File: config.mk
export PLATFORM = sky130hd
export DESIGN_NAME = qost_dp
export DESIGN_NICKNAME = d
export VERILOG_FILES = /design/src/rtl/qost_pkg.sv /design/src/rtl/qost_dp.sv
export SDC_FILE = /design/constraint.sdc
export NUM_CORES = 2
export LEC_CHECK = 0
export ABC_CLOCK_PERIOD_IN_PS = 9800
export BUFFER_PORTS_ARGS = -buffer_cell sky130_fd_sc_hd__buf_2
export CORE_MARGIN = 8
export CORE_UTILIZATION = 28
export CTS_CLUSTER_DIAMETER = 120
export DETAILED_ROUTE_END_ITERATION = 10
export GPL_TIMING_DRIVEN = 1
export PLACE_DENSITY = 0.52
export SETUP_SLACK_MARGIN = 0.1
export SLEW_MARGIN = 20
export SYNTH_ARGS = -nofsm -noshare
export SYNTH_HDL_FRONTEND = slang
export SYNTH_SLANG_ARGS = --single-unit
File: constraint.sdc
create_clock -name i_clk -period 9.8 [get_ports i_clk]
set_input_delay 0.98 -clock i_clk [delete_from_list [all_inputs] [get_ports i_clk]]
set_output_delay 0.98 -clock i_clk [all_outputs]
set_load 0.005 [all_outputs]
File: src/rtl/qost_pkg.sv
package qost_pkg;

    localparam int IMG_W = 1024;
    localparam int IMG_H = 1024;
    localparam int MAX_STEPS = 64;

    localparam int PC_W = 4;
    localparam int STEP_W = 7;
    localparam int PIX_W = 26;

    localparam logic [2:0] CFG_CONST_RE = 3'd0;
    localparam logic [2:0] CFG_CONST_IM = 3'd1;
    localparam logic [2:0] CFG_LEFT     = 3'd2;
    localparam logic [2:0] CFG_TOP      = 3'd3;
    localparam logic [2:0] CFG_X_SCALE  = 3'd4;
    localparam logic [2:0] CFG_Y_SCALE  = 3'd5;
    localparam logic [2:0] CFG_STEPS    = 3'd6;

    localparam logic [STEP_W-1:0] STEPS_RESET = 7'd25;

    localparam logic [1:0] DIFF_NONE = 2'd0;
    localparam logic [1:0] DIFF_X    = 2'd1;
    localparam logic [1:0] DIFF_Y    = 2'd2;

    localparam logic [2:0] MUL_NONE = 3'd0;
    localparam logic [2:0] MUL_DX   = 3'd1;
    localparam logic [2:0] MUL_DY   = 3'd2;
    localparam logic [2:0] MUL_RR   = 3'd3;
    localparam logic [2:0] MUL_II   = 3'd4;
    localparam logic [2:0] MUL_RI   = 3'd5;

    localparam logic [1:0] ACC_NONE = 2'd0;
    localparam logic [1:0] ACC_LOAD = 2'd1;
    localparam logic [1:0] ACC_SUB  = 2'd2;

    localparam logic [2:0] WR_NONE = 3'd0;
    localparam logic [2:0] WR_X    = 3'd1;
    localparam logic [2:0] WR_Y    = 3'd2;
    localparam logic [2:0] WR_Z    = 3'd3;
    localparam logic [2:0] WR_OLD  = 3'd4;

    localparam logic JMP_NEXT = 1'b0;
    localparam logic JMP_EMIT = 1'b1;

    localparam logic [PC_W-1:0] PC_LOOP = 4'd4;

    typedef struct packed {
        logic [1:0]      diff;
        logic [2:0]      mul;
        logic [1:0]      acc;
        logic [2:0]      wr;
        logic            jmp;
        logic [PC_W-1:0] target;
    } t_ctrl;

    typedef struct packed {
        logic        outside;
        logic [15:0] from_x;
        logic [15:0] from_y;
        logic [15:0] to_x;
        logic [15:0] to_y;
    } t_dp_stat;

    typedef struct packed {
        logic emit;
        logic last;
    } t_emit;

    localparam t_ctrl CTRL_NOP = '{DIFF_NONE, MUL_NONE, ACC_NONE, WR_NONE, JMP_NEXT, '0};

    function automatic t_ctrl ucode(input logic [PC_W-1:0] pc);
        t_ctrl w;
        w = CTRL_NOP;
        case (pc)
            4'd0:  w.diff = DIFF_X;
            4'd1:  begin w.mul = MUL_DX; w.diff = DIFF_Y; end
            4'd2:  begin w.mul = MUL_DY; w.wr = WR_X; end
            4'd3:  w.wr = WR_Y;
            4'd4:  begin w.mul = MUL_RR; w.wr = WR_OLD; end
            4'd5:  begin w.mul = MUL_II; w.acc = ACC_LOAD; end
            4'd6:  begin w.mul = MUL_RI; w.acc = ACC_SUB; end
            4'd7:  w.wr = WR_Z;
            4'd8:  w.diff = DIFF_X;
            4'd9:  begin w.mul = MUL_DX; w.diff = DIFF_Y; end
            4'd10: begin w.mul = MUL_DY; w.wr = WR_X; end
            4'd11: w.wr = WR_Y;
            4'd12: begin w.jmp = JMP_EMIT; w.target = PC_LOOP; end
            default: w = CTRL_NOP;
        endcase
        return w;
    endfunction

    function automatic logic [31:0] sat32(input logic signed [41:0] v);
        logic [31:0] r;
        if (v > 42'sd2147483647) begin
            r = 32'h7FFF_FFFF;
        end else if (v < -42'sd2147483648) begin
            r = 32'h8000_0000;
        end else begin
            r = v[31:0];
        end
        return r;
    endfunction

    function automatic logic [15:0] sat16(input logic signed [PIX_W-1:0] v);
        logic [15:0] r;
        if (v > PIX_W'(32767)) begin
            r = 16'h7FFF;
        end else if (v < -PIX_W'(32768)) begin
            r = 16'h8000;
        end else begin
            r = v[15:0];
        end
        return r;
    endfunction

endpackage

File: src/rtl/qost_dp.sv
module qost_dp import qost_pkg::*; (
    input  logic               i_clk,
    input  logic               i_rst_n,
    input  logic               i_cfg_we,
    input  logic [2:0]         i_cfg_idx,
    input  logic [31:0]        i_cfg_data,
    input  logic               i_load,
    input  logic [31:0]        i_point_re,
    input  logic [31:0]        i_point_im,
    input  logic               i_plot_mode,
    input  t_ctrl              i_ctrl,
    output logic [STEP_W-1:0]  o_steps,
    output t_dp_stat           o_stat
);

    logic [31:0] r_const_re, r_const_im, r_left, r_top, r_x_scale, r_y_scale;
    logic [STEP_W-1:0] r_line_steps;

    logic signed [31:0] r_zre, r_zim, r_cre, r_cim;
    logic signed [32:0] r_diff;
    logic signed [65:0] r_prod;
    logic signed [63:0] r_acc;
    logic signed [PIX_W-1:0] r_x, r_y, r_ox, r_oy;

    logic signed [32:0] mul_a, mul_b, n_diff;
    logic signed [65:0] mul_p;
    logic signed [41:0] re_sum, im_sum;

    always_ff @(posedge i_clk) begin
        if (!i_rst_n) begin
            r_const_re   <= '0;
            r_const_im   <= '0;
            r_left       <= '0;
            r_top        <= '0;
            r_x_scale    <= '0;
            r_y_scale    <= '0;
            r_line_steps <= STEPS_RESET;
        end else if (i_cfg_we) begin
            case (i_cfg_idx)
                CFG_CONST_RE: r_const_re   <= i_cfg_data;
                CFG_CONST_IM: r_const_im   <= i_cfg_data;
                CFG_LEFT:     r_left       <= i_cfg_data;
                CFG_TOP:      r_top        <= i_cfg_data;
                CFG_X_SCALE:  r_x_scale    <= i_cfg_data;
                CFG_Y_SCALE:  r_y_scale    <= i_cfg_data;
                CFG_STEPS:    r_line_steps <= i_cfg_data[STEP_W-1:0];
                default: ;
            endcase
        end
    end

    assign o_steps = (r_line_steps > STEP_W'(MAX_STEPS)) ? STEP_W'(MAX_STEPS) : r_line_steps;

    always_comb begin
        mul_a = '0;
        mul_b = '0;
        case (i_ctrl.mul)
            MUL_DX: begin mul_a = r_diff; mul_b = $signed({1'b0, r_x_scale}); end
            MUL_DY: begin mul_a = r_diff; mul_b = $signed({1'b0, r_y_scale}); end
            MUL_RR: begin mul_a = 33'(r_zre); mul_b = 33'(r_zre); end
            MUL_II: begin mul_a = 33'(r_zim); mul_b = 33'(r_zim); end
            MUL_RI: begin mul_a = 33'(r_zre); mul_b = 33'(r_zim); end
            default: ;
        endcase
    end

    assign mul_p = mul_a * mul_b;

    always_comb begin
        case (i_ctrl.diff)
            DIFF_X:  n_diff = 33'(r_zre) - 33'($signed(r_left));
            DIFF_Y:  n_diff = 33'($signed(r_top)) - 33'(r_zim);
            default: n_diff = r_diff;
        endcase
    end

    assign re_sum = 42'($signed(r_acc[63:24])) + 42'(r_cre);
    assign im_sum = 42'($signed(r_prod[63:23])) + 42'(r_cim);

    always_ff @(posedge i_clk) begin
        if (i_load) begin
            if (i_plot_mode) begin
                r_zre <= i_point_re;
                r_zim <= i_point_im;
                r_cre <= r_const_re;
                r_cim <= r_const_im;
            end else begin
                r_zre <= r_const_re;
                r_zim <= r_const_im;
                r_cre <= i_point_re;
                r_cim <= i_point_im;
            end
        end else if (i_ctrl.wr == WR_Z) begin
            r_zre <= sat32(re_sum);
            r_zim <= sat32(im_sum);
        end
        r_diff <= n_diff;
        if (i_ctrl.mul != MUL_NONE) begin
            r_prod <= mul_p;
        end
        case (i_ctrl.acc)
            ACC_LOAD: r_acc <= r_prod[63:0];
            ACC_SUB:  r_acc <= r_acc - r_prod[63:0];
            default: ;
        endcase
        case (i_ctrl.wr)
            WR_X:   r_x <= r_prod[65:40];
            WR_Y:   r_y <= r_prod[65:40];
            WR_OLD: begin r_ox <= r_x; r_oy <= r_y; end
            default: ;
        endcase
    end

    assign o_stat.outside = (r_x >= PIX_W'(2 * IMG_W)) || (r_x < -PIX_W'(IMG_W))
                         || (r_y >= PIX_W'(2 * IMG_H)) || (r_y < -PIX_W'(IMG_H));
    assign o_stat.from_x = sat16(r_ox);
    assign o_stat.from_y = sat16(r_oy);
    assign o_stat.to_x   = sat16(r_x);
    assign o_stat.to_y   = sat16(r_y);

endmodule

* Yosys cells after proc, flatten, opt, wreduce, memory -nomap -nowiden
Cells that the tools add are included.
Cells by class: add/subtract/negate cells 5, multipliers 1, $lt $le $gt $ge 17, equal/unequal tests 19, multiplexer cells 25, reduce and logical (&&, ||, !) cells 18
Operators by type and width (count):
- 32-bit 2-to-1 mux | 12
- 33-bit case mux with 4 select lines | 1
- 16-bit 2-to-1 mux | 8
- 64-bit case mux with 2 select lines | 1
- 26-bit by 16-bit greater-than comparator with 1-bit output (second input constant) | 4
- 26-bit by 16-bit less-than comparator with 1-bit output (second input constant) | 4
- 33-bit case mux with 3 select lines | 1
- 33-bit by 33-bit multiplier with 66-bit output | 1
- 33-bit case mux with 2 select lines | 1
- 32-bit by 32-bit subtractor with 33-bit output | 2
- 64-bit subtractor | 1
- 26-bit by 13-bit >= comparator with 1-bit output (second input constant) | 2
- 26-bit by 11-bit less-than comparator with 1-bit output (second input constant) | 2
- 41-bit by 32-bit adder with 42-bit output | 1
- 42-bit by 32-bit greater-than comparator with 1-bit output (second input constant) | 1
- 42-bit by 32-bit less-than comparator with 1-bit output (second input constant) | 1
- 40-bit by 32-bit adder with 41-bit output | 1
- 41-bit by 32-bit greater-than comparator with 1-bit output (second input constant) | 1
- 41-bit by 32-bit less-than comparator with 1-bit output (second input constant) | 1
- 3-bit by 2-bit == test with 1-bit output (second input constant) | 6
- 3-bit == test (second input constant) | 6
- 2-bit AND reduction | 7
- 3-bit by 1-bit == test with 1-bit output (second input constant) | 3
- 7-bit greater-than comparator (second input constant) | 1
- 8 further kinds | 16
Word-level totals: register bits 594, bits of input ports 119, output and inout bits 72, logic and storage cells 103

* Logic depth before layout (Yosys ltp)
depth in word-level cells 6, gate-level depth with buffers 39, depth with buffers taken out 34

* Worst setup path after synthesis
No wires, ideal clock.
path type input-to-reg, start point input port i_ctrl[10] in the netlist's numbering, end point register r_prod[65] (data pin), library setup time 260 ps, arrival time 10343 ps, data required time 9540 ps, setup slack -803 ps, cell stages on the path 34, buffers on the path 6, cells stage by stage clkbuf_1 > clkbuf_1 > buf_1 > clkbuf_1 > a31oi_1 > o22ai_1 > clkbuf_1 > nand2_1 > fa_1 > inv_1 > fa_1 > fa_1 > inv_1 > fa_1 > inv_1 > fa_1 > fa_1 > fa_1 > inv_1 > fa_1 > inv_1 > ha_1 > clkbuf_1 > nand3_1 > or2_2 > o221ai_1 > o31a_1 > a31oi_4 > or4_1 > a32oi_2 > a41oi_2 > o41ai_1 > a21oi_1 > xnor2_1
On the way: longest elaborated chain between the ends 4, elaborated cells between the ends (all ways) 11, classes of those cells mul (1); eq/ne (5); mux (2); reduce/logical (3)
RTL lines:
- from (decl) | line qost_dp.sv:11 | input t_ctrl i_ctrl,
- 3-bit == test, or another cell as far along | line qost_dp.sv:57 | case (i_ctrl.mul)
- 2-bit OR reduction (no source line)
- 33-bit case mux with 4 select lines or 33-bit case mux with 3 select lines (tied branches) | line qost_dp.sv:57
- 33-bit by 33-bit multiplier with 66-bit output (*) | line qost_dp.sv:67 | assign mul_p = mul_a * mul_b;
- net mul_p[65] | line qost_dp.sv:26 | logic signed [65:0] mul_p;
- to (signal assigned) | line qost_dp.sv:99 | r_prod <= mul_p;
- to (decl) | line qost_dp.sv:21 | logic signed [65:0] r_prod;
Mark *: on every way through the listed nets, which the timed path passes. The rest lies on a longest branch. A chain may end at the register's enable or synchronous reset.

* Final worst setup path
start point register r_zim[31], end point register r_prod[57] (data pin)
On the way: longest elaborated chain between the ends 2, elaborated cells between the ends (all ways) 3, classes of those cells mul (1); mux (2)
RTL lines:
- from (decl) | line qost_dp.sv:19 | logic signed [31:0] r_zre, r_zim, r_cre, r_cim;
- from (signal assigned) | line qost_dp.sv:84 | r_zim <= i_point_im;
- from (signal assigned) | line qost_dp.sv:89 | r_zim <= r_const_im;
- from (signal assigned) | line qost_dp.sv:95 | r_zim <= sat32(im_sum);
- 33-bit case mux with 4 select lines or 33-bit case mux with 3 select lines (tied branches) | line qost_dp.sv:57
- 33-bit by 33-bit multiplier with 66-bit output (*) | line qost_dp.sv:67
- net mul_p[57] | line qost_dp.sv:26
Marked as above.

==> impl_metrics.json <==
{
  "ios": 191,
  "gp_congestion": 0.965,
  "ys_seq_elements": 594,
  "r2r-end": "r_prod[57]$_DFFE_PP_",
  "grt_max_degree": 126,
  "critPathArrivalTime_ps": 9880,
  "post-dp-hpwl_um": 237000,
  "ff2ff_path_depth": 34,
  "area_growth_pct": 18.5,
  "ys_seq_area_share_pct": 21.3,
  "slowest_stage": "edfxtp_1",
  "max_stage_delay_ps": 770,
  "grtUsageTotal_pct": 19.7,
  "synth_area_leaders": "fa_1 (31%), edfxtp_1 (16%), ha_1 (7.2%)",
  "relSlewSlack_pct": 29.7,
  "syn_avg_cell_area_um2": 9.20,
  "ys_top_cells_by_count": "inv_1 (1308), nand2_1 (1176), fa_1 (1150)",
  "h-tree-depth": 3,
  "drt_iter0_drc": 5082,
  "tightest_slew_ps": 1060,
  "post-route-period-util_pct": 96.7,
  "maxCapViolCount": 0,
  "skew_ps": 42.2,
  "post_synth_num_cell_types": 96,
  "die_y_um": 531,
  "critPathBufInv": 9,
  "setup_slack_ps": 327,
  "grt_pass1_vias": 61500,
  "yosys.area.top_type": "fa_1",
  "antenna_found_initial": 19,
  "wl_um": 285000,
  "hold_slack_ps": 449,
  "ys_warn_count": 0,
  "worstSetupEndpointType": "register",
  "drive_above_1_share_pct": 15.4,
  "cts-root-buf": "clkbuf_16",
  "path_common_cell": "fa_1",
  "fin_nets": 10400,
  "rows": 189,
  "slew_violations": 0,
  "async_reset_ff_share_pct": 0,
  "postRouteAntennaNets": 0,
  "cts.sinks": 594,
  "path_clk_slew_ps": 60,
  "drt_pass1_iterations": 5,
  "hold_violations": 0,
  "clk_latency_ps": 670,
  "synth_nets": 9777,
  "worstHoldPathType": "register to register",
  "num_vias": 60600,
  "tritoncts": "yes",
  "min_to": "r_oy[1]$_DFFE_PN_",
  "cts_inserted_buffers": 73,
  "reg2reg_slack_ps": 330,
  "hold_path_startpoint": "r_y[1]$_DFFE_PN_",
  "wire_per_inst_um": 23.2,
  "min_period_ps": 9470,
  "rsz0062_at_grt": "true",
  "io_buffers": 185,
  "place_area_um2": 85400,
  "fmax_mhz": 106,
  "outcome": "completed",
  "synth.cell_area_um2": 74300,
  "critical_path_class": "register to register",
  "start_kind": "register",
  "synth_ff_type": "edfxtp_1",
  "drc": 0,
  "core_area_um2": 265000,
  "die_w_um": 531,
  "cts_buffer_depth": 3,
  "crit_required_ps": 10200,
  "post-place-ws_ps": -782,
  "critical_path.top_delay_family": "adder cells",
  "synth_most_common_cell": "inv_1",
  "vias_per_cell": 4.93,
  "worstReg2RegStart": "r_zim[31]$_DFFE_PP_",
  "start_util_pct": 28.1,
  "critPathMaxFanout": 4,
  "synth_top_area_share_pct": 31.0,
  "synth_edf_count": 395,
  "fillers": 27200,
  "dieArea_um2": 282000,
  "final_area_um2": 88100,
  "grt_pass1_wl_um": 414000,
  "setup_viol": 0,
  "syn-instance-count": 8081,
  "overflow": 0,
  "min_delay_path_depth": 0
}
[worst max path at each step]
stage,start,end,cells past startpoint
after floorplan,i_ctrl[11],r_prod[63]$_DFFE_PP_,36
after global placement,i_ctrl[10],r_prod[62]$_DFFE_PP_,35
after detailed placement,i_ctrl[10],r_prod[62]$_DFFE_PP_,34
after CTS,i_ctrl[10],r_prod[63]$_DFFE_PP_,31
after global routing,i_ctrl[10],r_prod[52]$_DFFE_PP_,35
final,r_zim[31]$_DFFE_PP_,r_prod[57]$_DFFE_PP_,34
[cells by family (layout without fill, tap and decap cells)]
family / count (synthesis) / in the layout / share of synthesized area, %
buf+inv: 1709 / 2378 / 8.70
flops: 594 / 594 / 21.3
fa+ha+maj: 1577 / 1577 / 38.2
xor+xnor: 248 / 248 / 2.92
other cells: 0 / 4 / 0
compound gates: 1413 / 1413 / 12.8
simple gates: 2340 / 2340 / 13.2
mux: 200 / 200 / 2.92
[state kept, by name, indices dropped and copies added, names as in the netlist, 32 cells and up]
register    cells
r_cim          32
r_y_scale      32
r_left         32
r_cre          32
r_zre          32
r_const_im     32
r_x_scale      32
r_zim          32
r_prod         66
r_top          32
r_const_re     32
r_acc          64
r_diff         33
[through the flow]
stage / TNS, ps / instances / utilization, %
after floorplan: 0 / 8081 / -
after global placement: -9210 / 12100 / 32.3
after detailed placement: -10820 / 12100 / 32.3
after CTS: 0 / 12300 / 33.2
after global routing: 0 / 12300 / 33.3
final: 0 / 12300 / 33.3
[layout make-up]
| class | count | area [µm²] | share of cell area [%] |
|---|---|---|---|
| clock inverters | 35 | 417 | 0.473 |
| well taps | 3533 | 4420 | 5.02 |
| repair buffers | 933 | 7750 | 8.79 |
| diodes | 4 | 10.0 | 0.0114 |
| flip-flops and latches | 594 | 15800 | 18.0 |
| inverters | 1311 | 4920 | 5.59 |
| clock buffers | 99 | 2050 | 2.32 |
| multi-input cells | 5778 | 52700 | 59.8 |
[repair_timing]
item	CTS	global route
cloned	0	0
hold buffers	0	0
hold endpoints to repair	0	0
buffers inserted	0	11
resized for setup	3	36
pin swaps	0	15
setup endpoints to repair	5	16
[placed cells by master (no fill, tap or decap), drive strengths merged, types with 66 or more instances in the layout]
| cell | n |
|---|---|
| dfxtp | 199 |
| mux2 | 136 |
| a21oi | 320 |
| a21o | 179 |
| o21a | 66 |
| xor2 | 99 |
| ha | 427 |
| clkbuf | 101 |
| buf | 931 |
| nand2 | 1176 |
| inv | 1314 |
| nand2b | 74 |
| xnor2 | 149 |
| nor2 | 723 |
| o21ai | 258 |
| a21boi | 210 |
| fa | 1150 |
| edfxtp | 395 |
| nand3 | 66 |
[routing by layer]
metal  vias to the layer above  part of all wire (%)  wire length [µm]  track usage (%)
met1                     30800                    44            125000             26.8
met2                      2121                    44            126000             31.2
li1                      27300                     -                 -                -
met3                       461                   7.5             21300             3.77
met4                         2                   4.6             13100             7.41
met5                         -                0.0025                 7                0
[worst register-to-register path: cells and delay by family, from the launching register on]
kind                     cells  cell delay, ps
adder cells (fa/ha/maj)      9            4470
AO/OA/AOI/OAI                9            2110
buffers and inverters        9             980
flip-flops                   1             770
AND/OR/NAND/NOR              5             490
multiplexers                 1             250
XOR/XNOR                     1             130
Power is not shown: default switching activity piles up to over one toggle a cycle in this logic, so the estimate is an artifact.
