## config.mk

```make
export PLATFORM = sky130hd
export DESIGN_NAME = qost_seq
export DESIGN_NICKNAME = d
export VERILOG_FILES = /design/src/rtl/qost_pkg.sv /design/src/rtl/qost_seq.sv
export SDC_FILE = /design/constraint.sdc
export NUM_CORES = 1
export LEC_CHECK = 0
export BUFFER_PORTS_ARGS = -buffer_cell sky130_fd_sc_hd__buf_2
export CAP_MARGIN = 20
export CORE_UTILIZATION = 57
export DETAILED_ROUTE_END_ITERATION = 10
export PLACE_DENSITY = 0.91
export SYNTH_ARGS = -nofsm -noshare
export SYNTH_HDL_FRONTEND = slang
export SYNTH_SLANG_ARGS = --single-unit
```

## constraint.sdc

```tcl
create_clock -name i_clk -period 3.9 [get_ports i_clk]
set_input_delay 0.195 -clock i_clk [delete_from_list [all_inputs] [get_ports i_clk]]
set_output_delay 0.195 -clock i_clk [all_outputs]
set_load 0.01 [all_outputs]
```

## src/rtl/qost_pkg.sv

```systemverilog
package qost_pkg;

    localparam int IMG_W = 1024;
    localparam int IMG_H = 1024;
    localparam int MAX_STEPS = 64;

    localparam int PC_W = 4;
    localparam int STEP_W = 7;
    localparam int PIX_W = 26;

    localparam logic [2:0] CFG_CONST_RE = 3'd0;
    localparam logic [2:0] CFG_CONST_IM = 3'd1;
    localparam logic [2:0] CFG_LEFT     = 3'd2;
    localparam logic [2:0] CFG_TOP      = 3'd3;
    localparam logic [2:0] CFG_X_SCALE  = 3'd4;
    localparam logic [2:0] CFG_Y_SCALE  = 3'd5;
    localparam logic [2:0] CFG_STEPS    = 3'd6;

    localparam logic [STEP_W-1:0] STEPS_RESET = 7'd25;

    localparam logic [1:0] DIFF_NONE = 2'd0;
    localparam logic [1:0] DIFF_X    = 2'd1;
    localparam logic [1:0] DIFF_Y    = 2'd2;

    localparam logic [2:0] MUL_NONE = 3'd0;
    localparam logic [2:0] MUL_DX   = 3'd1;
    localparam logic [2:0] MUL_DY   = 3'd2;
    localparam logic [2:0] MUL_RR   = 3'd3;
    localparam logic [2:0] MUL_II   = 3'd4;
    localparam logic [2:0] MUL_RI   = 3'd5;

    localparam logic [1:0] ACC_NONE = 2'd0;
    localparam logic [1:0] ACC_LOAD = 2'd1;
    localparam logic [1:0] ACC_SUB  = 2'd2;

    localparam logic [2:0] WR_NONE = 3'd0;
    localparam logic [2:0] WR_X    = 3'd1;
    localparam logic [2:0] WR_Y    = 3'd2;
    localparam logic [2:0] WR_Z    = 3'd3;
    localparam logic [2:0] WR_OLD  = 3'd4;

    localparam logic JMP_NEXT = 1'b0;
    localparam logic JMP_EMIT = 1'b1;

    localparam logic [PC_W-1:0] PC_LOOP = 4'd4;

    typedef struct packed {
        logic [1:0]      diff;
        logic [2:0]      mul;
        logic [1:0]      acc;
        logic [2:0]      wr;
        logic            jmp;
        logic [PC_W-1:0] target;
    } t_ctrl;

    typedef struct packed {
        logic        outside;
        logic [15:0] from_x;
        logic [15:0] from_y;
        logic [15:0] to_x;
        logic [15:0] to_y;
    } t_dp_stat;

    typedef struct packed {
        logic emit;
        logic last;
    } t_emit;

    localparam t_ctrl CTRL_NOP = '{DIFF_NONE, MUL_NONE, ACC_NONE, WR_NONE, JMP_NEXT, '0};

    function automatic t_ctrl ucode(input logic [PC_W-1:0] pc);
        t_ctrl w;
        w = CTRL_NOP;
        case (pc)
            4'd0:  w.diff = DIFF_X;
            4'd1:  begin w.mul = MUL_DX; w.diff = DIFF_Y; end
            4'd2:  begin w.mul = MUL_DY; w.wr = WR_X; end
            4'd3:  w.wr = WR_Y;
            4'd4:  begin w.mul = MUL_RR; w.wr = WR_OLD; end
            4'd5:  begin w.mul = MUL_II; w.acc = ACC_LOAD; end
            4'd6:  begin w.mul = MUL_RI; w.acc = ACC_SUB; end
            4'd7:  w.wr = WR_Z;
            4'd8:  w.diff = DIFF_X;
            4'd9:  begin w.mul = MUL_DX; w.diff = DIFF_Y; end
            4'd10: begin w.mul = MUL_DY; w.wr = WR_X; end
            4'd11: w.wr = WR_Y;
            4'd12: begin w.jmp = JMP_EMIT; w.target = PC_LOOP; end
            default: w = CTRL_NOP;
        endcase
        return w;
    endfunction

    function automatic logic [31:0] sat32(input logic signed [41:0] v);
        logic [31:0] r;
        if (v > 42'sd2147483647) begin
            r = 32'h7FFF_FFFF;
        end else if (v < -42'sd2147483648) begin
            r = 32'h8000_0000;
        end else begin
            r = v[31:0];
        end
        return r;
    endfunction

    function automatic logic [15:0] sat16(input logic signed [PIX_W-1:0] v);
        logic [15:0] r;
        if (v > PIX_W'(32767)) begin
            r = 16'h7FFF;
        end else if (v < -PIX_W'(32768)) begin
            r = 16'h8000;
        end else begin
            r = v[15:0];
        end
        return r;
    endfunction

endpackage

```

## src/rtl/qost_seq.sv

```systemverilog
module qost_seq import qost_pkg::*; (
    input  logic              i_clk,
    input  logic              i_rst_n,
    input  logic              i_start,
    input  logic [STEP_W-1:0] i_steps,
    input  logic              i_outside,
    input  logic              i_out_free,
    output logic              o_busy,
    output t_ctrl             o_ctrl,
    output t_emit             o_emit
);

    logic              r_busy, n_busy;
    logic [PC_W-1:0]   r_pc, n_pc;
    logic [STEP_W-1:0] r_cnt, n_cnt, r_steps, n_steps;
    t_ctrl             word;

    assign word = ucode(r_pc);
    assign o_busy = r_busy;
    assign o_ctrl = r_busy ? word : CTRL_NOP;
    assign o_emit.emit = r_busy && (word.jmp == JMP_EMIT) && i_out_free;
    assign o_emit.last = i_outside || ((r_cnt + 7'd1) == r_steps);

    always_comb begin
        n_busy  = r_busy;
        n_pc    = r_pc;
        n_cnt   = r_cnt;
        n_steps = r_steps;
        if (!r_busy) begin
            if (i_start && (i_steps != '0)) begin
                n_busy  = 1'b1;
                n_pc    = '0;
                n_cnt   = '0;
                n_steps = i_steps;
            end
        end else if (word.jmp == JMP_EMIT) begin
            if (i_out_free) begin
                if (o_emit.last) begin
                    n_busy = 1'b0;
                end else begin
                    n_cnt = r_cnt + 7'd1;
                    n_pc  = word.target;
                end
            end
        end else begin
            n_pc = r_pc + 4'd1;
        end
    end

    always_ff @(posedge i_clk) begin
        if (!i_rst_n) begin
            r_busy  <= 1'b0;
            r_pc    <= '0;
            r_cnt   <= '0;
            r_steps <= '0;
        end else begin
            r_busy  <= n_busy;
            r_pc    <= n_pc;
            r_cnt   <= n_cnt;
            r_steps <= n_steps;
        end
    end

endmodule

```

# Yosys cells after proc, flatten, opt, wreduce, memory -nomap -nowiden
# Cells that the tools add are included.
[op_classes]
addsub = 2
eq_ne = 18
n_mux = 21
bitwise = 1
reduce_logical = 14
[ops]
columns = ["op", "n"]
rows = [
  ["$mux 7", 5],
  ["$eq 4x4->1 const B", 5],
  ["$mux 4", 5],
  ["$eq 4x3->1 const B", 4],
  ["$mux 15", 1],
  ["$pmux 3 s5", 1],
  ["$pmux 3 s4", 1],
  ["$eq 4x2->1 const B", 2],
  ["$pmux 2 s2", 2],
  ["$reduce_or 2->1", 4],
  ["$add 7x1->7 const B", 1],
  ["$eq 7x7->1", 1],
  ["$reduce_bool 7->1", 1],
  ["$ne 3x3->1 const B", 2],
  ["$mux 1", 5],
  ["$mux 5", 1],
  ["$add 4x1->4 const B", 1],
  ["$eq 4x1->1 const B", 1],
  ["$logic_not 4->1", 1],
  ["$ne 2x2->1 const B", 2],
  ["$reduce_and 4->1", 1],
  ["$logic_and 1x1->1", 3],
  ["$reduce_and 3->1", 1],
  ["$ne 2x1->1 const B", 1],
  ["other kinds (4)", 4],
]
[totals]
register_bits = 19
in_bits = 12
output_inout_bits = 18
elab_cells = 60

# Longest topological paths before layout
# Gate-level depths: netlist of the first run.
[depth]
word_depth = 7
ltp_mapped = 8
depth_no_buf = 8

# Worst setup path after synthesis of the first run
# No wires, ideal clock.
[synth_timing]
path_type = "register to register"
start = "register r_cnt[0]"
end = "register r_cnt[4]"
setup_ps = 114
t_arrival_ps = 1892
t_required_ps = 3786
setup_slack_ps = 1894
path_stages_with_launch = 8
path_buffers = 0
period_less_slack_ps = 2006
cell_sequence = "dfxtp_1 -> ha_1 -> nand3_2 -> nor3_4 -> o2111ai_4 -> o311ai_4 -> o21ba_1 -> a21o_1"
[synth_between]
elab_chain_len = 5
word_cells_on_any_way = 9
[synth_lines]
columns = ["element", "line_no", "text"]
rows = [
  ["from (decl)", "qost_seq.sv:15", "logic [STEP_W-1:0] r_cnt, n_cnt, r_steps, n_steps;"],
  ["from (signal assigned)", "qost_seq.sv:59", "r_cnt <= n_cnt;"],
  ["$add 7x1->7 (*)", "qost_seq.sv:22, qost_seq.sv:41", ""],
  ["$eq 7x7->1 or $mux 7 (tied branches)", "qost_seq.sv:22, qost_seq.sv:38", ""],
  ["$logic_or 1x1->1 or $mux 7 (tied branches)", "qost_seq.sv:22, qost_seq.sv:37", ""],
  ["$ne 2x2->1 (no source line) or $mux 7 (tied branches)", "--", ""],
  ["$reduce_and 4->1 (no source line) or $mux 7 (tied branches)", "--", ""],
]
# Every way passes the cells marked *; elsewhere a longest branch is shown, timed or not. The select of a mux whose other input is x is not followed.
# A chain may end at the register's enable or synchronous reset.

==> run summary, run 1 <==
Die X = 50.26 um
R2R setup slack = 1590 ps
sequential-to-total area share from yosys stat = 0.2865
Die Span Y = 50.26 um
via count = 1151
Synth top area share = 0.2865
CTS sink cnt = 19
number of flops mapped to enable cells by yosys = 0
Yosys top cell by area = dfxtp_1
die area = 2526 sq um
WHS Path Cells = 3
vias per inst = 5.813
worst reg2reg endpoint = r_cnt[6]
Slew Limit Fails = 0
critical path capture point type = output port
Pleak = 0.6812 nW
GPL Wtd Cong = 0.8698
Crit Path Max Fanout = 7
Power Density = 252.8 nW/um^2
final global-route overflow total = 0
diode count = 0
outcome = completed
clk root buf = clkbuf_4
endpoints failing hold = 0
Worst EP required = 3700 ps
WL per Instance = 14.04 um
htree depth = 1
Worst Reg-to-Reg Cells = 7
R2R Path Start = r_cnt[0]
Iteration-0 DRC Markers = 48
critical path class = register to output port
Core Region = 2212 sq um
largest net degree at the start of global routing = 14
max_cap viols = 0
cts hold-fix bufs = 0
FF+latch count, synth = 19
layout cells sized above 1 = 0.2706
first-pass GRT wire length = 4.595 mm
DRC = 0
Final setup viols = 0
I/O pins = 30
Max-slew headroom = 0.5538
post-layout min period = 2432 ps
fmax = 411.2 MHz
detailed placement HPWL = 2.182 mm
TritonCTS buffer count = 3
Net count, final = 188
WL final = 2.779 mm
most frequent cell after synthesis = dfxtp_1
vias in the first global route = 1051
Data arrival, critical path = 2240 ps
Fin Hold WS = 123.5 ps
Bufs on Longest Clock Path = 2
drt pass-1 iters = 4
post-synthesis instance total = 145
metal3 WL = 154 um
list of most frequent post-synthesis cells = dfxtp_1, nor2_1, mux2i_1, nand2_1, a21oi_1
Async S/R FF share, synth = 0
DR top layer = met4
Clock Skew = 15.03 ps
Distinct cells, synth = 50
GRT Resource Usage Total = 0.2443
fillers = 189
top post-synthesis cells by area = dfxtp_1, mux2i_1, ha_1, xnor2_1, a21oi_1
Cell Area, Synth = 1328 sq um
Worst-Skew Late Latency = 310 ps
clock transition at the registers of the reported paths = 110 ps
Endpoint, Worst Hold = r_steps[3]
initial antenna violation count = 0
final worst-path cycle share = 0.6236
setup TNS = 0 ps
metal1 wirelength = 1.194 mm
# rows = 17
Yosys Warn Count = 0
Tot Pwr = 373.5 uW
Initial Util = 0.6001
worst-margin pin slew = 664.5 ps
P&R area growth vs syn = 11.31%
maximum vdd drop = 0.0001912 V
post-CTS sizing = 0
prevailing post-synth register cell = dfxtp_1
hold path startpoint = i_steps[3]
RSZ-0062 raised after global routing = false
Antenna Violating Nets Remaining = 0
Setup Buffers After CTS = 0
CP startpoint kind = register
TritonCTS clock tree = yes
PortBufs = 26
Synth Area per Inst = 9.155 sq um
HP Class = primary input to register
metal2 WL = 1.391 mm
==> cells by family (layout without fill, tap and decap cells) <==
logic type	after synthesis	count (layout)	synth area share
other cells	1	3	0.002825
compound gates	36	36	0.2366
xor+xnor	9	9	0.06504
simple gates	52	52	0.2319
flops	19	19	0.2865
mux	10	10	0.07540
buf+inv	13	36	0.05466
fa+ha+maj	5	5	0.04713
==> worst max-delay path, stage by stage (launching register included) <==
cell and delay, ps:
dfxtp_1 450, ha_1 280, nand3_2 190, nor3_4 260
o2111ai_4 200, o31ai_1 340, buf_2 190
==> registers in the layout (all words and copies together), names as in the netlist <==
register,count
r_cnt,7
r_pc,4
o_busy,1
r_steps,7
==> area by class of cell <==
type | count | area, sq um | share of cell area
Timing Repair Buffer | 26 | 130.1 | 0.08806
Clock inverter | 1 | 5.005 | 0.003387
Tap cell | 28 | 35.03 | 0.02371
Sequential cell | 19 | 380.4 | 0.2574
Clock buffer | 3 | 22.52 | 0.01524
Multi-Input combinational cell | 115 | 882.1 | 0.5970
Inverter | 6 | 22.52 | 0.01524
==> metal layers <==
metal,track usage,up-vias
li1,-,566
met3,0.03333,4
met2,0.4178,45
met5,0,-
met1,0.2873,536
met4,0.1429,0
==> how the worst max path moves through the flow <==
stage                  start   endpoint  slack [ps]
finish              r_cnt[0]  o_emit[0]        1470
global route        r_cnt[0]  o_emit[0]        1310
CTS                 r_cnt[0]  o_emit[0]        1450
detailed placement  r_cnt[0]   r_cnt[6]        1600
global placement    r_cnt[0]   r_cnt[5]        1710
floorplan           r_cnt[0]   r_cnt[4]        1890
==> report_power, final <==
group,internal [mW],switching [mW]
registers,0.200,0.00796
logic,0.0259,0.0378
clock network,0.0384,0.0631
total,0.265,0.109
==> layout by cell type, fill, tap and decap left out, types with 2 or more instances in the layout <==
master	count
nor2_1	11
nor2b_1	6
nand2b_1	3
xnor2_1	6
clkbuf_4	3
and3_1	4
a21oi_1	9
inv_1	5
o2bb2ai_1	2
o21ai_0	6
nand3_1	2
dfxtp_1	19
ha_1	5
nor3b_1	2
conb_1	3
nand3_2	2
buf_2	26
xor2_1	2
nand2_1	10
mux2i_1	10
a21o_1	6
==> metrics by stage <==
| stage | std cells | utilization | cell area [sq um] | setup slack [ps] |
|---|---|---|---|---|
| after floorplan | 147 | - | 1335 | 1894 |
| after global placement | 194 | 0.6555 | 1450 | 1715 |
| after detailed placement | 194 | 0.6555 | 1450 | 1605 |
| after CTS | 198 | 0.6680 | 1478 | 1455 |
| after global routing | 198 | 0.6680 | 1478 | 1308 |
| final | 198 | 0.6680 | 1478 | 1468 |
(Power assumes the default switching activity.)
==> run 2, diff against run 1 <==
--- a/config.mk
+++ b/config.mk
@@ -7,9 +7,9 @@
 export LEC_CHECK = 0
 export BUFFER_PORTS_ARGS = -buffer_cell sky130_fd_sc_hd__buf_2
 export CAP_MARGIN = 20
-export CORE_UTILIZATION = 57
+export CORE_UTILIZATION = 48
 export DETAILED_ROUTE_END_ITERATION = 10
-export PLACE_DENSITY = 0.91
+export PLACE_DENSITY = 0.82
 export SYNTH_ARGS = -nofsm -noshare
 export SYNTH_HDL_FRONTEND = slang
 export SYNTH_SLANG_ARGS = --single-unit
==> constraint.sdc (replaced) <==
create_clock -name i_clk -period 2.2 [get_ports i_clk]
set_input_delay 0.11 -clock i_clk [delete_from_list [all_inputs] [get_ports i_clk]]
set_output_delay 0.11 -clock i_clk [all_outputs]
set_load 0.01 [all_outputs]
==> run summary, run 2 (synthesis results as in run 1) <==
most utilized layer in the global route result = met2
fmax = 473.4 MHz
Buf/Inv on CP = 0
critical path capture point type = register
WL final = 2.827 mm
Worst-Skew Late Latency = 290 ps
Net count, final = 194
M2 GR Usage = 0.3795
max_cap viols = 0
I/O pins = 30
Power Density = 429.6 nW/um^2
worst setup margin = 87.43 ps
diode count = 0
worst reg2reg endpoint = r_cnt[3]
outcome = completed
commonest non-fill, non-tap cells in the layout = buf_2, dfxtp_1, nor2_1
Crit Path Max Fanout = 6
Pleak = 0.7074 nW
critical path startpoint = r_cnt[1]
CTS sink cnt = 19
Antenna Violating Nets Remaining = 0
final worst-path cycle share = 0.9603
Setup Buffers After CTS = 0
clk root buf = clkbuf_4
Die X = 54.59 um
initial antenna violation count = 0
fillers = 240
Finished Layout Cells = 206
Bufs on Longest Clock Path = 2
vias in the first global route = 1053
critical path class = register to register
biggest regs = r_cnt (7), r_steps (7), r_pc (4)
# rows = 18
layout cells sized above 1 = 0.3068
Crit path max-delay family = compound AO/OA/AOI/OAI gates
final global-route overflow total = 0
TritonCTS clock tree = yes
Crit-path slowest cell = nor3b_4
CP Capture Point = r_cnt[3]
Worst EP required = 2430 ps
largest net degree at the start of global routing = 14
Iteration-0 DRC Markers = 21
R2R setup slack = 90 ps
post-layout min period = 2113 ps
CP startpoint kind = register
maximum vdd drop = 0.0004413 V
worst-margin pin slew = 702.9 ps
WL per Instance = 13.72 um
first-pass GRT wire length = 4.623 mm
HP Class = primary input to register
detailed placement HPWL = 2.263 mm
GRT Resource Usage Total = 0.2212
via count = 1157
endpoints failing hold = 0
PortBufs = 26
Worst Reg-to-Reg Cells = 6
Core Region = 2545 sq um
WP depth = 6
vias per inst = 5.617
Clock Skew = 1.583 ps
DRC = 0
R2R Path Start = r_cnt[1]
clock transition at the registers of the reported paths = 100 ps
htree depth = 1
CP peak stage delay = 380 ps
Slew Limit Fails = 0
TritonCTS buffer count = 3
Initial Util = 0.5216
die area = 2980 sq um
Final setup viols = 0
critical path, cell by cell = ha_2 -> xnor2_1 -> o2111ai_4 -> o31ai_4 -> nor3b_4 -> o2bb2ai_1
met1 usage = 0.2651
commonest non-fill, non-tap cell in the layout = buf_2
Max-slew headroom = 0.5280
drt pass-1 iters = 4
GPL Wtd Cong = 0.8200
P&R area growth vs syn = 16.02%
Data arrival, critical path = 2340 ps
Setup WS pre-CTS = 65.85 ps
Die Span Y = 54.59 um
Placed Cells = 202
setup TNS = 0 ps
met3 Usage GRT = 0.02222
## run 2: tightest hold or removal path, cell delays in order
cell and delay [ps]:
buf_2 80, mux2i_1 60, nor2_1 70
## run 2: repair_timing
action / in CTS / in global routing
pin swaps: 0 / 1
gates resized for setup: 1 / 3
setup endpoints to repair: 1 / 11
hold buffers: 0 / 0
## run 2: worst min-delay path by stage
| stage | from | endpoint | cells after the start |
|---|---|---|---|
| after floorplan | i_steps[3] | r_steps[3] | 2 |
| after global placement | i_steps[3] | r_steps[3] | 3 |
| after detailed placement | i_steps[4] | r_steps[4] | 3 |
| after CTS | i_steps[4] | r_steps[4] | 3 |
| after global routing | i_steps[3] | r_steps[3] | 3 |
| final | i_steps[4] | r_steps[4] | 3 |
## run 2: power breakdown
part	switching (mW)	internal, mW	leakage [nW]	total, mW
registers	0.0143	0.355	0.155	0.369
clock network	0.101	0.0706	0.0150	0.171
logic	0.0698	0.0515	0.537	0.121
total	0.185	0.477	0.707	0.662
## run 2: layer usage
metal  part of all wire  vias to the layer above
met5                  0                        -
met4              0.026                        0
met3              0.067                        6
met2               0.46                       45
met1               0.44                      534
li1                   -                      572
## run 2: through the flow
stage	cell area, sq um	power (mW)	util	hold slack [ps]
after floorplan	1335	0.4593	-	257.2
after global placement	1498	0.4906	0.5885	360.8
after detailed placement	1498	0.4967	0.5885	371.3
after CTS	1529	0.6677	0.6008	62.69
after global routing	1540	0.6993	0.6052	88.89
final	1540	0.6618	0.6052	62.85
## run 2: layout make-up
class                   instances  area (sq um)  area share
multi-input cells             115         897.1      0.5825
flip-flops and latches         19         381.6      0.2478
repair buffers                 32         175.2      0.1137
well taps                      30         37.54     0.02437
clock buffers                   4         26.28     0.01706
inverters                       6         22.52     0.01462
